<file path="src/hw/rtl/apcs_pkg.sv">
// ----------------------------------------------------------------------------
// apcs_pkg
// shared types, codes and constants of the ata pio command sequencer
// ----------------------------------------------------------------------------
`default_nettype none

package apcs_pkg;

   localparam int WORDS_PER_SECTOR_DEFAULT = 256;
   localparam int DRIVE_SLOTS_DEFAULT      = 4;

   localparam int QUEUE_PTR_W = 2;

   localparam logic [23:0] POLL_LIMIT_RESET = 24'd500000;
   localparam logic [23:0] POLL_COUNT_MAX   = 24'hFFFFFF;

   // configuration register indexes
   localparam logic CSR_PRESENT_MASK = 1'b0;
   localparam logic CSR_POLL_LIMIT   = 1'b1;

   // task-file offsets
   localparam logic [2:0] REG_DATA      = 3'd0;
   localparam logic [2:0] REG_COUNT     = 3'd2;
   localparam logic [2:0] REG_LBA_LOW   = 3'd3;
   localparam logic [2:0] REG_LBA_MID   = 3'd4;
   localparam logic [2:0] REG_LBA_HIGH  = 3'd5;
   localparam logic [2:0] REG_DEVICE    = 3'd6;
   localparam logic [2:0] REG_CMD_STAT  = 3'd7;

   localparam logic [7:0] ATA_CMD_READ  = 8'h20;
   localparam logic [7:0] ATA_CMD_WRITE = 8'h30;
   localparam logic [7:0] ATA_CMD_FLUSH = 8'hE7;
   localparam logic [7:0] DEVICE_BASE   = 8'hE0;

   localparam int ST_BSY_BIT = 7;
   localparam int ST_DRQ_BIT = 3;
   localparam int ST_ERR_BIT = 0;

   typedef enum logic [2:0] {
      CMD_READ   = 3'd0,
      CMD_WRITE  = 3'd1,
      CMD_FLUSH  = 3'd2,
      CMD_STATUS = 3'd3,
      CMD_DATA   = 3'd4
   } cmd_type;

   typedef enum logic [2:0] {
      ACT_WRITE_REG   = 3'd0,
      ACT_READ_STATUS = 3'd1,
      ACT_READ_DATA   = 3'd2,
      ACT_WRITE_DATA  = 3'd3,
      ACT_TO_HOST     = 3'd4,
      ACT_DONE_OK     = 3'd5,
      ACT_DONE_FAIL   = 3'd6
   } action_type;

   typedef enum logic [2:0] {
      PH_IDLE       = 3'd0,
      PH_WAIT_READY = 3'd1,
      PH_WAIT_DRQ   = 3'd2,
      PH_READ_DATA  = 3'd3,
      PH_WRITE_DATA = 3'd4,
      PH_WAIT_FINAL = 3'd5
   } phase_type;

   typedef enum logic [1:0] {
      OP_READ  = 2'd0,
      OP_WRITE = 2'd1,
      OP_FLUSH = 2'd2
   } op_type;

   // leading part of a burst
   typedef enum logic [2:0] {
      HEAD_NONE     = 3'd0,
      HEAD_FLUSH    = 3'd1,
      HEAD_TASKFILE = 3'd2,
      HEAD_TO_HOST  = 3'd3,
      HEAD_WR_WORD  = 3'd4
   } head_type;

   // single closing result of a burst
   typedef enum logic [2:0] {
      TAIL_NONE      = 3'd0,
      TAIL_POLL      = 3'd1,
      TAIL_READ_DATA = 3'd2,
      TAIL_DONE_OK   = 3'd3,
      TAIL_DONE_FAIL = 3'd4
   } tail_type;

   typedef struct packed {
      head_type    head;
      tail_type    tail;
      logic        bus;
      logic        dev;
      logic        is_write;
      logic [27:0] lba;
      logic [7:0]  count;
      logic [15:0] word;
   } burst_type;

   typedef struct packed {
      action_type  action;
      logic        bus;
      logic [2:0]  reg_offset;
      logic [15:0] value;
      logic        last;
   } rsp_type;

endpackage

`default_nettype wire

</file>
<file path="src/hw/rtl/apcs_front.sv">
// ----------------------------------------------------------------------------
// apcs_front
// accepts items, tracks the protocol phase and queues at most one burst per item
// ----------------------------------------------------------------------------
`default_nettype none

module apcs_front #(
   parameter int WORDS_PER_SECTOR = apcs_pkg::WORDS_PER_SECTOR_DEFAULT,
   parameter int DRIVE_SLOTS      = apcs_pkg::DRIVE_SLOTS_DEFAULT
) (
   input  wire logic               clock,
   input  wire logic               reset,
   input  wire logic               req_valid,
   output      logic               req_stall,
   input  wire logic [2:0]         req_command,
   input  wire logic [2:0]         req_drive_index,
   input  wire logic [27:0]        req_lba,
   input  wire logic [7:0]         req_sector_count,
   input  wire logic [7:0]         req_status_value,
   input  wire logic [15:0]        req_data_word,
   input  wire logic               csr_write_enable,
   input  wire logic               csr_index,
   input  wire logic [23:0]        csr_write_data,
   input  wire logic               q_full,
   output      logic               q_push,
   output      apcs_pkg::burst_type q_data
);

   localparam int WC_W = $clog2(WORDS_PER_SECTOR + 1);

   apcs_pkg::phase_type phase_ff, phase_in;
   apcs_pkg::op_type    op_ff, op_in;
   logic [1:0]          drive_ff, drive_in;
   logic [7:0]          sectors_ff, sectors_in;
   logic [WC_W-1:0]     wc_ff, wc_in, wc_next;
   logic [23:0]         poll_ff, poll_in, poll_next, poll_lim;
   logic [27:0]         lba_ff, lba_in;
   logic [7:0]          count_ff, count_in;
   logic [3:0]          present_mask_ff;
   logic [23:0]         poll_limit_ff;
   logic                accept, exhausted, bad_drive;
   logic [7:0]          sec_dec;

   assign req_stall = q_full;
   assign accept    = req_valid && !q_full;

   always_ff @(posedge clock) begin
      if (reset) begin
         present_mask_ff <= 4'd0;
         poll_limit_ff   <= apcs_pkg::POLL_LIMIT_RESET;
      end else if (csr_write_enable) begin
         unique case (csr_index)
            apcs_pkg::CSR_PRESENT_MASK: present_mask_ff <= csr_write_data[3:0];
            apcs_pkg::CSR_POLL_LIMIT:   poll_limit_ff   <= csr_write_data;
            default: ;
         endcase
      end
   end

   always_ff @(posedge clock) begin
      if (reset) begin
         phase_ff   <= apcs_pkg::PH_IDLE;
         op_ff      <= apcs_pkg::OP_READ;
         drive_ff   <= 2'd0;
         sectors_ff <= 8'd0;
         wc_ff      <= '0;
         poll_ff    <= 24'd0;
         lba_ff     <= 28'd0;
         count_ff   <= 8'd0;
      end else begin
         phase_ff   <= phase_in;
         op_ff      <= op_in;
         drive_ff   <= drive_in;
         sectors_ff <= sectors_in;
         wc_ff      <= wc_in;
         poll_ff    <= poll_in;
         lba_ff     <= lba_in;
         count_ff   <= count_in;
      end
   end

   // a poll limit of zero acts as one
   assign poll_lim  = (poll_limit_ff == 24'd0) ? 24'd1 : poll_limit_ff;
   assign poll_next = (poll_ff != apcs_pkg::POLL_COUNT_MAX) ? poll_ff + 24'd1 : poll_ff;
   assign exhausted = poll_next >= poll_lim;
   assign wc_next   = wc_ff + WC_W'(1);
   assign sec_dec   = sectors_ff - 8'd1;
   assign bad_drive = (req_drive_index >= 3'(DRIVE_SLOTS))
                   || !present_mask_ff[req_drive_index[1:0]];

   always_comb begin
      phase_in   = phase_ff;
      op_in      = op_ff;
      drive_in   = drive_ff;
      sectors_in = sectors_ff;
      wc_in      = wc_ff;
      poll_in    = poll_ff;
      lba_in     = lba_ff;
      count_in   = count_ff;
      q_push     = 1'b0;
      q_data.head     = apcs_pkg::HEAD_NONE;
      q_data.tail     = apcs_pkg::TAIL_NONE;
      q_data.bus      = drive_ff[1];
      q_data.dev      = drive_ff[0];
      q_data.is_write = (op_ff == apcs_pkg::OP_WRITE);
      q_data.lba      = lba_ff;
      q_data.count    = count_ff;
      q_data.word     = req_data_word;

      if (accept) begin
         unique case (apcs_pkg::cmd_type'(req_command))
            apcs_pkg::CMD_READ, apcs_pkg::CMD_WRITE, apcs_pkg::CMD_FLUSH: begin
               if (phase_ff == apcs_pkg::PH_IDLE) begin
                  q_push = 1'b1;
                  if (bad_drive) begin
                     q_data.tail = apcs_pkg::TAIL_DONE_FAIL;
                     q_data.bus  = 1'b0;
                  end else begin
                     drive_in   = req_drive_index[1:0];
                     op_in      = apcs_pkg::op_type'(req_command[1:0]);
                     wc_in      = '0;
                     poll_in    = 24'd0;
                     q_data.bus = req_drive_index[1];
                     q_data.dev = req_drive_index[0];
                     q_data.tail = apcs_pkg::TAIL_POLL;
                     if (req_command == apcs_pkg::CMD_FLUSH) begin
                        q_data.head = apcs_pkg::HEAD_FLUSH;
                        phase_in    = apcs_pkg::PH_WAIT_FINAL;
                     end else begin
                        lba_in     = req_lba;
                        count_in   = req_sector_count;
                        sectors_in = req_sector_count;
                        phase_in   = apcs_pkg::PH_WAIT_READY;
                     end
                  end
               end
            end
            apcs_pkg::CMD_STATUS: begin
               unique case (phase_ff)
                  apcs_pkg::PH_WAIT_READY: begin
                     q_push = 1'b1;
                     if (!req_status_value[apcs_pkg::ST_BSY_BIT]) begin
                        q_data.head = apcs_pkg::HEAD_TASKFILE;
                        poll_in     = 24'd0;
                        priority if (sectors_ff != 8'd0) begin
                           q_data.tail = apcs_pkg::TAIL_POLL;
                           phase_in    = apcs_pkg::PH_WAIT_DRQ;
                        end else if (op_ff == apcs_pkg::OP_WRITE) begin
                           q_data.tail = apcs_pkg::TAIL_POLL;
                           phase_in    = apcs_pkg::PH_WAIT_FINAL;
                        end else begin
                           q_data.tail = apcs_pkg::TAIL_DONE_OK;
                           phase_in    = apcs_pkg::PH_IDLE;
                        end
                     end else begin
                        poll_in = poll_next;
                        if (exhausted) begin
                           q_data.tail = apcs_pkg::TAIL_DONE_FAIL;
                           phase_in    = apcs_pkg::PH_IDLE;
                        end else begin
                           q_data.tail = apcs_pkg::TAIL_POLL;
                        end
                     end
                  end
                  apcs_pkg::PH_WAIT_DRQ: begin
                     priority if (req_status_value[apcs_pkg::ST_ERR_BIT]) begin
                        q_push      = 1'b1;
                        q_data.tail = apcs_pkg::TAIL_DONE_FAIL;
                        phase_in    = apcs_pkg::PH_IDLE;
                     end else if (req_status_value[apcs_pkg::ST_DRQ_BIT]) begin
                        wc_in = '0;
                        if (op_ff == apcs_pkg::OP_WRITE) begin
                           phase_in = apcs_pkg::PH_WRITE_DATA;
                        end else begin
                           q_push      = 1'b1;
                           q_data.tail = apcs_pkg::TAIL_READ_DATA;
                           phase_in    = apcs_pkg::PH_READ_DATA;
                        end
                     end else begin
                        q_push  = 1'b1;
                        poll_in = poll_next;
                        if (exhausted) begin
                           q_data.tail = apcs_pkg::TAIL_DONE_FAIL;
                           phase_in    = apcs_pkg::PH_IDLE;
                        end else begin
                           q_data.tail = apcs_pkg::TAIL_POLL;
                        end
                     end
                  end
                  apcs_pkg::PH_WAIT_FINAL: begin
                     q_push = 1'b1;
                     if (!req_status_value[apcs_pkg::ST_BSY_BIT]) begin
                        q_data.tail = apcs_pkg::TAIL_DONE_OK;
                        phase_in    = apcs_pkg::PH_IDLE;
                     end else begin
                        poll_in = poll_next;
                        if (exhausted) begin
                           q_data.tail = apcs_pkg::TAIL_DONE_FAIL;
                           phase_in    = apcs_pkg::PH_IDLE;
                        end else begin
                           q_data.tail = apcs_pkg::TAIL_POLL;
                        end
                     end
                  end
                  default: ;
               endcase
            end
            apcs_pkg::CMD_DATA: begin
               if (phase_ff == apcs_pkg::PH_READ_DATA || phase_ff == apcs_pkg::PH_WRITE_DATA)
               begin
                  q_push      = 1'b1;
                  q_data.head = (phase_ff == apcs_pkg::PH_READ_DATA) ?
                                apcs_pkg::HEAD_TO_HOST : apcs_pkg::HEAD_WR_WORD;
                  if (wc_next == WC_W'(WORDS_PER_SECTOR)) begin
                     // end of sector
                     sectors_in = sec_dec;
                     wc_in      = '0;
                     poll_in    = 24'd0;
                     priority if (sec_dec != 8'd0) begin
                        q_data.tail = apcs_pkg::TAIL_POLL;
                        phase_in    = apcs_pkg::PH_WAIT_DRQ;
                     end else if (op_ff == apcs_pkg::OP_WRITE) begin
                        q_data.tail = apcs_pkg::TAIL_POLL;
                        phase_in    = apcs_pkg::PH_WAIT_FINAL;
                     end else begin
                        q_data.tail = apcs_pkg::TAIL_DONE_OK;
                        phase_in    = apcs_pkg::PH_IDLE;
                     end
                  end else begin
                     wc_in       = wc_next;
                     q_data.tail = (phase_ff == apcs_pkg::PH_READ_DATA) ?
                                   apcs_pkg::TAIL_READ_DATA : apcs_pkg::TAIL_NONE;
                  end
               end
            end
            default: ;
         endcase
      end
   end

endmodule

`default_nettype wire

</file>
<file path="src/hw/rtl/apcs_queue.sv">
// ----------------------------------------------------------------------------
// apcs_queue
// short burst queue between front and back
// ----------------------------------------------------------------------------
`default_nettype none

module apcs_queue (
   input  wire logic                clock,
   input  wire logic                reset,
   input  wire logic                push,
   input  wire apcs_pkg::burst_type push_data,
   input  wire logic                pop,
   output      apcs_pkg::burst_type pop_data,
   output      logic                full,
   output      logic                empty
);

   localparam int PW    = apcs_pkg::QUEUE_PTR_W;
   localparam int DEPTH = 1 << PW;

   apcs_pkg::burst_type slot_ff [DEPTH];
   logic [PW-1:0] wr_ptr_ff, rd_ptr_ff;
   logic [PW:0]   count_ff;
   logic          do_push, do_pop;

   assign full     = (count_ff == (PW+1)'(DEPTH));
   assign empty    = (count_ff == '0);
   assign do_push  = push && !full;
   assign do_pop   = pop && !empty;
   assign pop_data = slot_ff[rd_ptr_ff];

   always_ff @(posedge clock) begin
      if (do_push) begin
         slot_ff[wr_ptr_ff] <= push_data;
      end
   end

   always_ff @(posedge clock) begin
      if (reset) begin
         wr_ptr_ff <= '0;
         rd_ptr_ff <= '0;
         count_ff  <= '0;
      end else begin
         if (do_push) wr_ptr_ff <= wr_ptr_ff + PW'(1);
         if (do_pop)  rd_ptr_ff <= rd_ptr_ff + PW'(1);
         unique case ({do_push, do_pop})
            2'b10:   count_ff <= count_ff + (PW+1)'(1);
            2'b01:   count_ff <= count_ff - (PW+1)'(1);
            default: count_ff <= count_ff;
         endcase
      end
   end

endmodule

`default_nettype wire

</file>
<file path="src/hw/rtl/apcs_back.sv">
// ----------------------------------------------------------------------------
// apcs_back
// expands each queued burst into bus accesses, one result per cycle while the output is not stalled
// ----------------------------------------------------------------------------
`default_nettype none

module apcs_back (
   input  wire logic                clock,
   input  wire logic                reset,
   input  wire logic                q_empty,
   input  wire apcs_pkg::burst_type q_data,
   output      logic                q_pop,
   output      logic                rsp_valid,
   input  wire logic                rsp_stall,
   output      apcs_pkg::rsp_type   rsp
);

   apcs_pkg::burst_type burst_ff;
   logic [2:0]          step_ff, step_in;
   logic                busy_ff, busy_in;
   logic                rsp_valid_ff, rsp_valid_in;
   apcs_pkg::rsp_type   rsp_ff, result;
   logic [2:0]          head_len, total;
   logic                out_free, emit, last_step;

   always_comb begin
      unique case (burst_ff.head)
         apcs_pkg::HEAD_FLUSH:    head_len = 3'd2;
         apcs_pkg::HEAD_TASKFILE: head_len = 3'd6;
         apcs_pkg::HEAD_TO_HOST,
         apcs_pkg::HEAD_WR_WORD:  head_len = 3'd1;
         default:                 head_len = 3'd0;
      endcase
   end

   assign total     = head_len + {2'b00, burst_ff.tail != apcs_pkg::TAIL_NONE};
   assign last_step = (step_ff == total - 3'd1);
   assign out_free  = !rsp_valid_ff || !rsp_stall;
   assign emit      = busy_ff && out_free;
   assign q_pop     = !busy_ff && !q_empty;

   // result at the current step
   always_comb begin
      result.action     = apcs_pkg::ACT_WRITE_REG;
      result.bus        = burst_ff.bus;
      result.reg_offset = apcs_pkg::REG_DATA;
      result.value      = 16'd0;
      result.last       = 1'b0;
      if (step_ff < head_len) begin
         unique case (burst_ff.head)
            apcs_pkg::HEAD_FLUSH: begin
               if (step_ff == 3'd0) begin
                  result.reg_offset = apcs_pkg::REG_DEVICE;
                  result.value = {8'h00, apcs_pkg::DEVICE_BASE | {3'b000, burst_ff.dev, 4'h0}};
               end else begin
                  result.reg_offset = apcs_pkg::REG_CMD_STAT;
                  result.value      = {8'h00, apcs_pkg::ATA_CMD_FLUSH};
               end
            end
            apcs_pkg::HEAD_TASKFILE: begin
               case (step_ff)
                  3'd0: begin
                     result.reg_offset = apcs_pkg::REG_DEVICE;
                     result.value = {8'h00, apcs_pkg::DEVICE_BASE
                                     | {3'b000, burst_ff.dev, burst_ff.lba[27:24]}};
                  end
                  3'd1: begin
                     result.reg_offset = apcs_pkg::REG_COUNT;
                     result.value      = {8'h00, burst_ff.count};
                  end
                  3'd2: begin
                     result.reg_offset = apcs_pkg::REG_LBA_LOW;
                     result.value      = {8'h00, burst_ff.lba[7:0]};
                  end
                  3'd3: begin
                     result.reg_offset = apcs_pkg::REG_LBA_MID;
                     result.value      = {8'h00, burst_ff.lba[15:8]};
                  end
                  3'd4: begin
                     result.reg_offset = apcs_pkg::REG_LBA_HIGH;
                     result.value      = {8'h00, burst_ff.lba[23:16]};
                  end
                  default: begin
                     result.reg_offset = apcs_pkg::REG_CMD_STAT;
                     result.value = {8'h00, burst_ff.is_write ?
                                     apcs_pkg::ATA_CMD_WRITE : apcs_pkg::ATA_CMD_READ};
                  end
               endcase
            end
            apcs_pkg::HEAD_TO_HOST: begin
               result.action = apcs_pkg::ACT_TO_HOST;
               result.value  = burst_ff.word;
            end
            apcs_pkg::HEAD_WR_WORD: begin
               result.action = apcs_pkg::ACT_WRITE_DATA;
               result.value  = burst_ff.word;
            end
            default: ;
         endcase
      end else begin
         unique case (burst_ff.tail)
            apcs_pkg::TAIL_POLL: begin
               result.action     = apcs_pkg::ACT_READ_STATUS;
               result.reg_offset = apcs_pkg::REG_CMD_STAT;
            end
            apcs_pkg::TAIL_READ_DATA: result.action = apcs_pkg::ACT_READ_DATA;
            apcs_pkg::TAIL_DONE_OK: begin
               result.action = apcs_pkg::ACT_DONE_OK;
               result.last   = 1'b1;
            end
            apcs_pkg::TAIL_DONE_FAIL: begin
               result.action = apcs_pkg::ACT_DONE_FAIL;
               result.last   = 1'b1;
            end
            default: ;
         endcase
      end
   end

   always_comb begin
      busy_in = busy_ff;
      step_in = step_ff;
      if (emit) begin
         step_in = step_ff + 3'd1;
         if (last_step) busy_in = 1'b0;
      end else if (q_pop) begin
         busy_in = 1'b1;
         step_in = 3'd0;
      end
      if (emit) rsp_valid_in = 1'b1;
      else if (!rsp_stall) rsp_valid_in = 1'b0;
      else rsp_valid_in = rsp_valid_ff;
   end

   always_ff @(posedge clock) begin
      if (reset) begin
         busy_ff      <= 1'b0;
         step_ff      <= 3'd0;
         rsp_valid_ff <= 1'b0;
      end else begin
         busy_ff      <= busy_in;
         step_ff      <= step_in;
         rsp_valid_ff <= rsp_valid_in;
      end
   end

   always_ff @(posedge clock) begin
      if (q_pop) burst_ff <= q_data;
      if (emit)  rsp_ff   <= result;
   end

   assign rsp_valid = rsp_valid_ff;
   assign rsp       = rsp_ff;

endmodule

`default_nettype wire

</file>
<file path="src/hw/rtl/ata_pio_command_sequencer.sv">
// ----------------------------------------------------------------------------
// ata_pio_command_sequencer
// host-side ata pio task-file sequencer for lba28 read, write and cache flush
// ----------------------------------------------------------------------------
// the front accepts one item per cycle as long as the four-entry burst queue
// has room, and updates the protocol phase at once; each item that causes
// results queues one burst. the back turns a burst into bus accesses through
// a registered output at one result per cycle while the output is not stalled;
// it loads a burst only when idle, after the last result of the one before
// (a taskfile burst has seven results). items that cause no result cost the
// back nothing. configuration writes land at once.
`default_nettype none

module ata_pio_command_sequencer #(
   parameter int WORDS_PER_SECTOR = apcs_pkg::WORDS_PER_SECTOR_DEFAULT,
   parameter int DRIVE_SLOTS      = apcs_pkg::DRIVE_SLOTS_DEFAULT
) (
   input  wire logic        clock,
   input  wire logic        reset,
   // request channel
   input  wire logic        req_valid,
   output      logic        req_stall,
   input  wire logic [2:0]  req_command,
   input  wire logic [2:0]  req_drive_index,
   input  wire logic [27:0] req_lba,
   input  wire logic [7:0]  req_sector_count,
   input  wire logic [7:0]  req_status_value,
   input  wire logic [15:0] req_data_word,
   // result channel
   output      logic        rsp_valid,
   input  wire logic        rsp_stall,
   output      logic [2:0]  rsp_action,
   output      logic        rsp_bus,
   output      logic [2:0]  rsp_reg_offset,
   output      logic [15:0] rsp_value,
   output      logic        rsp_last,
   // configuration
   input  wire logic        csr_write_enable,
   input  wire logic        csr_index,
   input  wire logic [23:0] csr_write_data
);

   apcs_pkg::burst_type push_data, pop_data;
   apcs_pkg::rsp_type   rsp;
   logic                q_push, q_pop, q_full, q_empty;

   // front: classify item, advance phase
   apcs_front #(
      .WORDS_PER_SECTOR (WORDS_PER_SECTOR),
      .DRIVE_SLOTS      (DRIVE_SLOTS)
   ) u_front (
      .clock            (clock),
      .reset            (reset),
      .req_valid        (req_valid),
      .req_stall        (req_stall),
      .req_command      (req_command),
      .req_drive_index  (req_drive_index),
      .req_lba          (req_lba),
      .req_sector_count (req_sector_count),
      .req_status_value (req_status_value),
      .req_data_word    (req_data_word),
      .csr_write_enable (csr_write_enable),
      .csr_index        (csr_index),
      .csr_write_data   (csr_write_data),
      .q_full           (q_full),
      .q_push           (q_push),
      .q_data           (push_data)
   );

   // burst queue decouples the two sides
   apcs_queue u_queue (
      .clock     (clock),
      .reset     (reset),
      .push      (q_push),
      .push_data (push_data),
      .pop       (q_pop),
      .pop_data  (pop_data),
      .full      (q_full),
      .empty     (q_empty)
   );

   // back: burst expansion and output register
   apcs_back u_back (
      .clock     (clock),
      .reset     (reset),
      .q_empty   (q_empty),
      .q_data    (pop_data),
      .q_pop     (q_pop),
      .rsp_valid (rsp_valid),
      .rsp_stall (rsp_stall),
      .rsp       (rsp)
   );

   assign rsp_action     = rsp.action;
   assign rsp_bus        = rsp.bus;
   assign rsp_reg_offset = rsp.reg_offset;
   assign rsp_value      = rsp.value;
   assign rsp_last       = rsp.last;

endmodule

`default_nettype wire

</file>
<file path="config.mk">
export PLATFORM = sky130hd
export DESIGN_NAME = ata_pio_command_sequencer
export DESIGN_NICKNAME = d
export VERILOG_FILES = /design/src/hw/rtl/apcs_pkg.sv /design/src/hw/rtl/apcs_front.sv /design/src/hw/rtl/apcs_queue.sv /design/src/hw/rtl/apcs_back.sv /design/src/hw/rtl/ata_pio_command_sequencer.sv
export SDC_FILE = /design/constraint.sdc
export NUM_CORES = 1
export LEC_CHECK = 0
export BUFFER_PORTS_ARGS = -buffer_cell sky130_fd_sc_hd__buf_2
export CAP_MARGIN = 20
export CORE_UTILIZATION = 30
export CTS_CLUSTER_DIAMETER = 60
export DETAILED_ROUTE_END_ITERATION = 16
export SYNTH_ARGS = -nofsm -noshare
export SYNTH_HDL_FRONTEND = slang
export SYNTH_HIERARCHICAL = 1
export SYNTH_SLANG_ARGS = --single-unit
</file>
<file path="constraint.sdc">
create_clock -name clock -period 8.3 [get_ports clock]
set_input_delay 0 -clock clock [delete_from_list [all_inputs] [get_ports clock]]
set_output_delay 0 -clock clock [all_outputs]
set_load 0.02 [all_outputs]
</file>
==> impl_metrics.env, run 1 <==
export IMPL_pwr_share_clk_pct=43.0
export IMPL_slew_viol_final=0
export IMPL_area_growth_pct=19.8
export IMPL_tns_ns=0
export IMPL_port_buffers=116
export IMPL_rsz0062_at_grt="false"
export IMPL_synth_area_um2=19500
export IMPL_whs_path_depth=5
export IMPL_routed_via_density=4.88
export IMPL_postRouteWirelength_um=45000
export IMPL_crit_slowest_cell="nor4_1"
export IMPL_final_layout_size_suffix_gt1_share_pct=17.2
export IMPL_hpwl_um=28100
export IMPL_ir_worst_vdd_mv=0.149
export IMPL_synth_mux_area_share_pct=7.77
export IMPL_endpoint_kind="register"
export IMPL_avgSynthCellArea_um2=13.1
export IMPL_yosys_area_top_type_share_pct=50.7
export IMPL_drt_first_pass_iters=5
export IMPL_clock_skew_ns=0.0213
export IMPL_synthTopCellsByArea="edfxtp_1 51%, dfxtp_1 13%, mux4_2 7.0%"
export IMPL_nets=1825
export IMPL_cts_max_level=2
export IMPL_power_frac_seq_pct=51.2
export IMPL_synthSimpleGateAreaFrac_pct=11.3
export IMPL_crit_path_max_fanout=10
export IMPL_first_iter_violations=1027
export IMPL_cts_buffer_depth=3
export IMPL_post_route_period_util_pct=52.7
export IMPL_finalSetupViolations=0
export IMPL_cp_arrival_ns=4.74
export IMPL_grt_pass1_vias=12700
export IMPL_dieArea_um2=66000
export IMPL_synth_ff_type="edfxtp_1"
export IMPL_powerDensity_nw_per_um2=210
export IMPL_synth_edf_count=329
export IMPL_ys_ff_latch=455
export IMPL_setup_worst_path_start_class="register"
export IMPL_switching_share_pct=22.3
export IMPL_via_count=12600
export IMPL_initial_utilization_pct=30.3
export IMPL_path_class="reg2reg"
export IMPL_routed_wl_met2_um=21700
export IMPL_dieHeight_um=257
export IMPL_critPathMaxStageDelay_ns=0.49
export IMPL_antenna_left=0
export IMPL_syn_nets=1630
export IMPL_synth_top_family_by_area="simple AND/OR/NAND/NOR gates"
export IMPL_holdWs_ns=0.0581
export IMPL_ff2ff_path_depth=15
export IMPL_final_util_pct=36.3
export IMPL_combPwrFrac_pct=5.9
export IMPL_path_delay_family="simple AND/OR/NAND/NOR gates"
export IMPL_synth_cell_types=83
export IMPL_power_internal_mw=3.80
export IMPL_cts_root_buf="clkbuf_16"
export IMPL_die_w_um=257
export IMPL_synthArstFlopShare_pct=0
export IMPL_highest_layer="met5"
export IMPL_fillers=6117
export IMPL_synthAdderAreaFrac_pct=2.80
export IMPL_wire_per_inst_um=17.4
export IMPL_wl_met1_um=19900
export IMPL_seq_area_frac_synth_pct=63.6
export IMPL_tightest_slew_ns=1.08
export IMPL_hold_viol=0
export IMPL_dpl_cell_area_um2=20700
export IMPL_yosys_area_share_xor_xnor_pct=1.39
export IMPL_max_slew_margin_rel_pct=28.3
export IMPL_syn_inst=1491
export IMPL_hp_class="in2reg"
export IMPL_grt_pass1_wl_um=70200
export IMPL_rows=93
export IMPL_fin_crit_ns=4.37
export IMPL_cts_made_buffers=47
export IMPL_synth_compound_area_share_pct=9.26
export IMPL_post_cts_setup_buffers=0
export IMPL_cp_data_required_time_ns=8.66
export IMPL_power_switching_mw=1.09
export IMPL_cp_num_cells=15
export IMPL_drv_cap=0
export IMPL_p_leak_nw=8.30
export IMPL_fin_area_um2=23400
export IMPL_fin_ws_ns=3.93
export IMPL_route_met3_wl_um=2260
export IMPL_path_clk_slew_ns=0.06
export IMPL_clk_latency_ns=0.59
export IMPL_cts_tree="done"
export IMPL_antenna_found_initial=9
export IMPL_core_area_um2=64300
export IMPL_gr_total_overflow=0
export IMPL_grt_usage_pct=13.4
export IMPL_cp_num_buf_inv=0
export IMPL_num_io_pins=122
export IMPL_place_ws_ns=4.09
export IMPL_cts_sinks=455
export IMPL_yosysTopAreaCell="edfxtp_1"
export IMPL_grt_max_degree=88
export IMPL_drc=0
export IMPL_clock_fmax_mhz=229
export IMPL_ys_warn_count=6
export IMPL_path_cells="ha_1 > and2_1 > and4_1 > nand2b_1 > nand2_2 > nor4_1 > xnor2_1 > ha_1 > a21oi_1 > o21a_1 > o221ai_1 > a41o_1 > nor2_1 > a311oi_1 > nor2_1"
export IMPL_gp_congestion=0.845
export IMPL_status="finished clean"
-- layout make-up --
cell class,count,area [µm²],area share (%)
diodes,1,2.50,0.0107
clock buffers,59,1280,5.49
clock inverters,28,277,1.18
inverters,52,195,0.835
multi-input cells,893,6360,27.2
flip-flops and latches,455,12400,53.1
well taps,855,1070,4.58
repair buffers,237,1770,7.56
-- worst paths after layout --
path | start | to | slack (ns)
setup reg to reg | u_front/poll_ff[0] | u_queue/slot_ff[1][55] | 3.93
hold reg to reg | u_back/burst_ff[54] | u_back/rsp[20] | 0.45
setup / recovery | u_front/poll_ff[0] | u_queue/slot_ff[1][55] | 3.93
hold / removal | req_command[2] | u_front/wc_ff[6] | 0.06
-- cells by family after synthesis --
family / count (synthesis)
AOI/OAI and AO/OA: 293
DFF: 455
muxes: 73
adders and majority gates: 43
and+or+nand+nor: 453
xor gates and xnor gates: 31
buffers and inverters: 143
-- cells in the final DEF (no fill, tap or decap), types with 6 or more instances in the layout --
cell	Yosys	final
nor2_1	80	79
a22o_1	8	8
buf_4	20	12
ha_1	42	42
and3_1	12	12
a21o_1	7	7
mux4_2	61	61
o211ai_1	6	6
nand2_1	184	184
a211oi_1	6	6
or3_1	20	20
nor3b_1	6	6
nand4_1	12	12
a21oi_1	132	131
dfxtp_1	126	124
o21a_1	8	8
nand3_1	23	23
clkbuf_16	0	48
edfxtp_1	329	329
a31oi_1	9	9
nor2b_1	8	7
o21ai_0	53	53
o31ai_1	9	9
a221oi_1	6	6
o22ai_1	6	6
inv_1	52	52
buf_2	28	115
mux2i_1	7	7
dlygate4sd3_1	0	110
nand2b_1	16	16
nor3_1	24	24
and2_1	17	13
xor2_1	14	14
clkinv_2	0	11
clkbuf_1	33	7
xnor2_1	17	17
nor4_1	12	12
nand3b_1	14	14
-- worst reg2reg max path, delay by kind of cell, from the launching register on --
kind                     cells  cell delay, ns
AO/OA/AOI/OAI                5            0.95
AND/OR/NAND/NOR              7            2.13
flip-flops                   1            0.36
XOR/XNOR                     1            0.21
adder cells (fa/ha/maj)      2            0.50
-- registers in the layout, indices dropped and copies added, names as in the netlist, named ones only --
name and cells:
u_front/phase_ff 3, u_front/poll_limit_ff 24, u_front/count_ff 8, u_queue/slot_ff 244, u_front/op_ff 2, u_front/present_mask_ff 4
u_back/rsp_valid 1, u_front/drive_ff 2, u_back/rsp 24, u_front/wc_ff 9, u_back/burst_ff 61, u_front/sectors_ff 8
u_front/lba_ff 28, u_queue/count_ff 3, u_back/step_ff 3, u_queue/rd_ptr_ff 2, u_queue/wr_ptr_ff 2, u_back/busy_ff 1
u_front/poll_ff 24
-- synthesized netlist by cell type (17+ instances only) --
library cell / n
a21oi_1: 132
and2_1: 17
buf_2: 28
buf_4: 20
clkbuf_1: 33
dfxtp_1: 126
edfxtp_1: 329
ha_1: 42
inv_1: 52
mux4_2: 61
nand2_1: 184
nand3_1: 23
nor2_1: 80
nor3_1: 24
o21ai_0: 53
or3_1: 20
xnor2_1: 17
-- what timing repair did --
item | CTS | global route
endpoints found under the setup margin | 0 | 0
hold buffers | 110 | 0
endpoints found under the hold margin | 163 | 0
resized for setup | 0 | 0
-- power groups by stage --
stage               clock network [mW]  registers [mW]  logic [mW]
floorplan                            0            2.56       0.161
global placement                     0            2.55       0.240
detailed placement                   0            2.56       0.245
CTS                               2.15            2.51       0.288
global route                      2.23            2.51       0.317
finish                            2.10            2.51       0.287
-- routing by layer --
metal / vias to the layer above / global-route usage, %
met1: 6196 / 17.2
met3: 86 / 2.68
met2: 354 / 22.8
met4: 12 / 4.03
met5: - / 0
li1: 5951 / -
-- metrics by stage --
| step | total power, mW | std cells |
|---|---|---|
| 2_1_floorplan | 2.72 | 1491 |
| 3_3_place_gp | 2.79 | 2382 |
| 3_5_place_dp | 2.80 | 2382 |
| 4_1_cts | 4.95 | 2579 |
| 5_1_grt | 5.06 | 2580 |
| 6_report | 4.90 | 2580 |
Power figures use the tool's default switching activity.
==> run 2: changes to the inputs <==
- clock period: 8.3 -> 4.1 ns (I/O delays scaled with it)
==> run 2 against run 1 <==
Against the previous run: total power increased by 100%; via count about the same; design area increased by 0.62%; clock skew increased by 0.0028 ns; largest cell class unchanged; combinational power increased by 100%; largest power group unchanged; critical endpoint unchanged; cell count increased by 0.39%; core utilization increased by 0.23 points; highest routed layer unchanged; sequential power increased by 100%.
==> impl_metrics.env, run 2 (same netlist as run 1, synthesis figures left out) <==
export IMPL_cts_buffer_depth=3
export IMPL_final_layout_size_suffix_gt1_share_pct=18.1
export IMPL_core_area_um2=64300
export IMPL_cts_max_level=2
export IMPL_first_iter_violations=943
export IMPL_routed_via_density=4.87
export IMPL_largest_reg_flops=244
export IMPL_finalSetupViolations=0
export IMPL_holdWs_ns=0.0620
export IMPL_post_route_period_util_pct=92.3
export IMPL_grt_pass1_vias=12600
export IMPL_path_delay_family="simple AND/OR/NAND/NOR gates"
export IMPL_critPathMaxStageDelay_ns=0.46
export IMPL_antenna_left=0
export IMPL_post_cts_setup_buffers=0
export IMPL_final_common_cell="edfxtp_1"
export IMPL_drc=0
export IMPL_clock_skew_ns=0.0241
export IMPL_dieArea_um2=66000
export IMPL_endpoint_kind="register"
export IMPL_port_buffers=116
export IMPL_fillers=6131
export IMPL_area_growth_pct=20.6
export IMPL_slew_viol_final=0
export IMPL_cts_root_buf="clkbuf_16"
export IMPL_status="finished clean"
export IMPL_drv_cap=0
export IMPL_setup_worst_path_start_class="register"
export IMPL_largest_register="u_queue/slot_ff"
export IMPL_largestRegisters="u_queue/slot_ff (244), u_back/burst_ff (61), u_front/lba_ff (28)"
export IMPL_p_leak_nw=8.39
export IMPL_die_w_um=257
export IMPL_rsz0062_at_grt="false"
export IMPL_path_cells="nand4_1 > or3_1 > nand2b_2 > nand2_2 > xnor2_1 > ha_1 > and3_1 > a221oi_1 > o21ai_0 > a41o_1 > nor2_1 > a311oi_1 > nor2_1"
export IMPL_max_slew_margin_rel_pct=36.4
export IMPL_crit_path_max_fanout=10
export IMPL_cp_arrival_ns=4.18
export IMPL_path_clk_slew_ns=0.07
export IMPL_num_io_pins=122
export IMPL_clk_latency_ns=0.59
export IMPL_crit_slowest_cell="or3_1"
export IMPL_grt_max_degree=65
export IMPL_cp_common_cell="nor2_1"
export IMPL_initial_utilization_pct=30.3
export IMPL_postRouteWirelength_um=45200
export IMPL_cts_tree="done"
export IMPL_hold_viol=0
export IMPL_cts_sinks=455
export IMPL_cp_num_buf_inv=0
export IMPL_dieHeight_um=257
export IMPL_powerDensity_nw_per_um2=423
export IMPL_gp_congestion=0.850
export IMPL_final_cell_mix="329 x edfxtp_1, 184 x nand2_1, 131 x a21oi_1"
export IMPL_tns_ns=0
export IMPL_wire_per_inst_um=17.5
export IMPL_drt_first_pass_iters=6
export IMPL_hp_class="in2reg"
export IMPL_hpwl_um=29100
export IMPL_ir_worst_vdd_mv=0.280
export IMPL_path_class="reg2reg"
export IMPL_clock_fmax_mhz=264
export IMPL_rows=93
export IMPL_tightest_slew_ns=0.948
export IMPL_cp_data_required_time_ns=4.50
export IMPL_grt_pass1_wl_um=70700
export IMPL_fin_crit_ns=3.78
export IMPL_multi_input_area_um2=6370
export IMPL_seqCellArea_um2=12400
export IMPL_via_count=12600
export IMPL_nets=1833
export IMPL_antenna_found_initial=12
export IMPL_grt_usage_pct=13.5
export IMPL_cts_made_buffers=47
export IMPL_gr_total_overflow=0
## run 2: cell types whose count changed in the layout (fill, tap and decap cells not counted), moves of 2 or more
cell / delta
inv_6: -3
clkinvlp_4: +2
buf_4: +9
dlygate4sd3_1: -6
buf_12: +5
clkinv_1: +2
## run 2: cell type report
cell class / count / share of cell area, %
Clock buffer: 58 / 5.44
Antenna cell: 2 / 0.0213
Timing Repair Buffer: 245 / 7.97
Sequential cell: 455 / 52.8
Inverter: 52 / 0.830
Multi-Input combinational cell: 893 / 27.1
Tap cell: 855 / 4.55
Clock inverter: 30 / 1.30
## run 2: timing repair
action                                  4_1_cts  5_1_grt
hold buffers                                104        0
gates resized for setup                       0        3
endpoints found under the setup margin        0       10
endpoints found under the hold margin       174        0
## run 2: per-layer routing
| layer | up-vias | routed length, µm | track usage, % |
|---|---|---|---|
| li1 | 5988 | - | - |
| met5 | - | 127 | 0 |
| met4 | 20 | 1170 | 4.53 |
| met3 | 81 | 2330 | 2.80 |
| met2 | 333 | 21300 | 22.5 |
| met1 | 6181 | 20300 | 17.6 |
## run 2: power by group
part	switching, mW	total [mW]	internal (mW)	leakage (nW)
Clock	1.79	4.29	2.49	0.773
Combinational	0.343	0.584	0.241	3.23
Sequential	0.0576	5.08	5.02	4.39
Total	2.19	9.95	7.76	8.39
## run 2: tightest hold or removal path, cell delays in order
cell and delay (ns):
buf_2 0.18, o2111ai_1 0.20, nor3_1 0.06, a21oi_1 0.11, nor2_1 0.04
## run 2: final timing paths
path,from,to,slack (ns),depth (start not counted)
setup / recovery,u_front/poll_ff[21],u_queue/slot_ff[1][55],0.32,13
hold / removal,req_command[2],u_front/wc_ff[6],0.06,5
setup reg to reg,u_front/poll_ff[21],u_queue/slot_ff[1][55],0.32,13
hold reg to reg,u_back/burst_ff[54],u_back/rsp[20],0.43,0
## run 2: stage by stage
stage / total power [mW] / std cells / util [%] / instance area (µm²) / worst slack [ns]
6_report: 9.95 / 2590 / 36.5 / 23500 / 0.315
5_1_grt: 10.3 / 2590 / 36.5 / 23500 / 0.00631
4_1_cts: 10.1 / 2588 / 36.5 / 23500 / 0.222
3_5_place_dp: 5.68 / 2396 / 32.4 / 20900 / 0.272
3_3_place_gp: 5.67 / 2396 / 32.4 / 20900 / 0.299
2_1_floorplan: 5.50 / 1491 / - / 19500 / 0.290
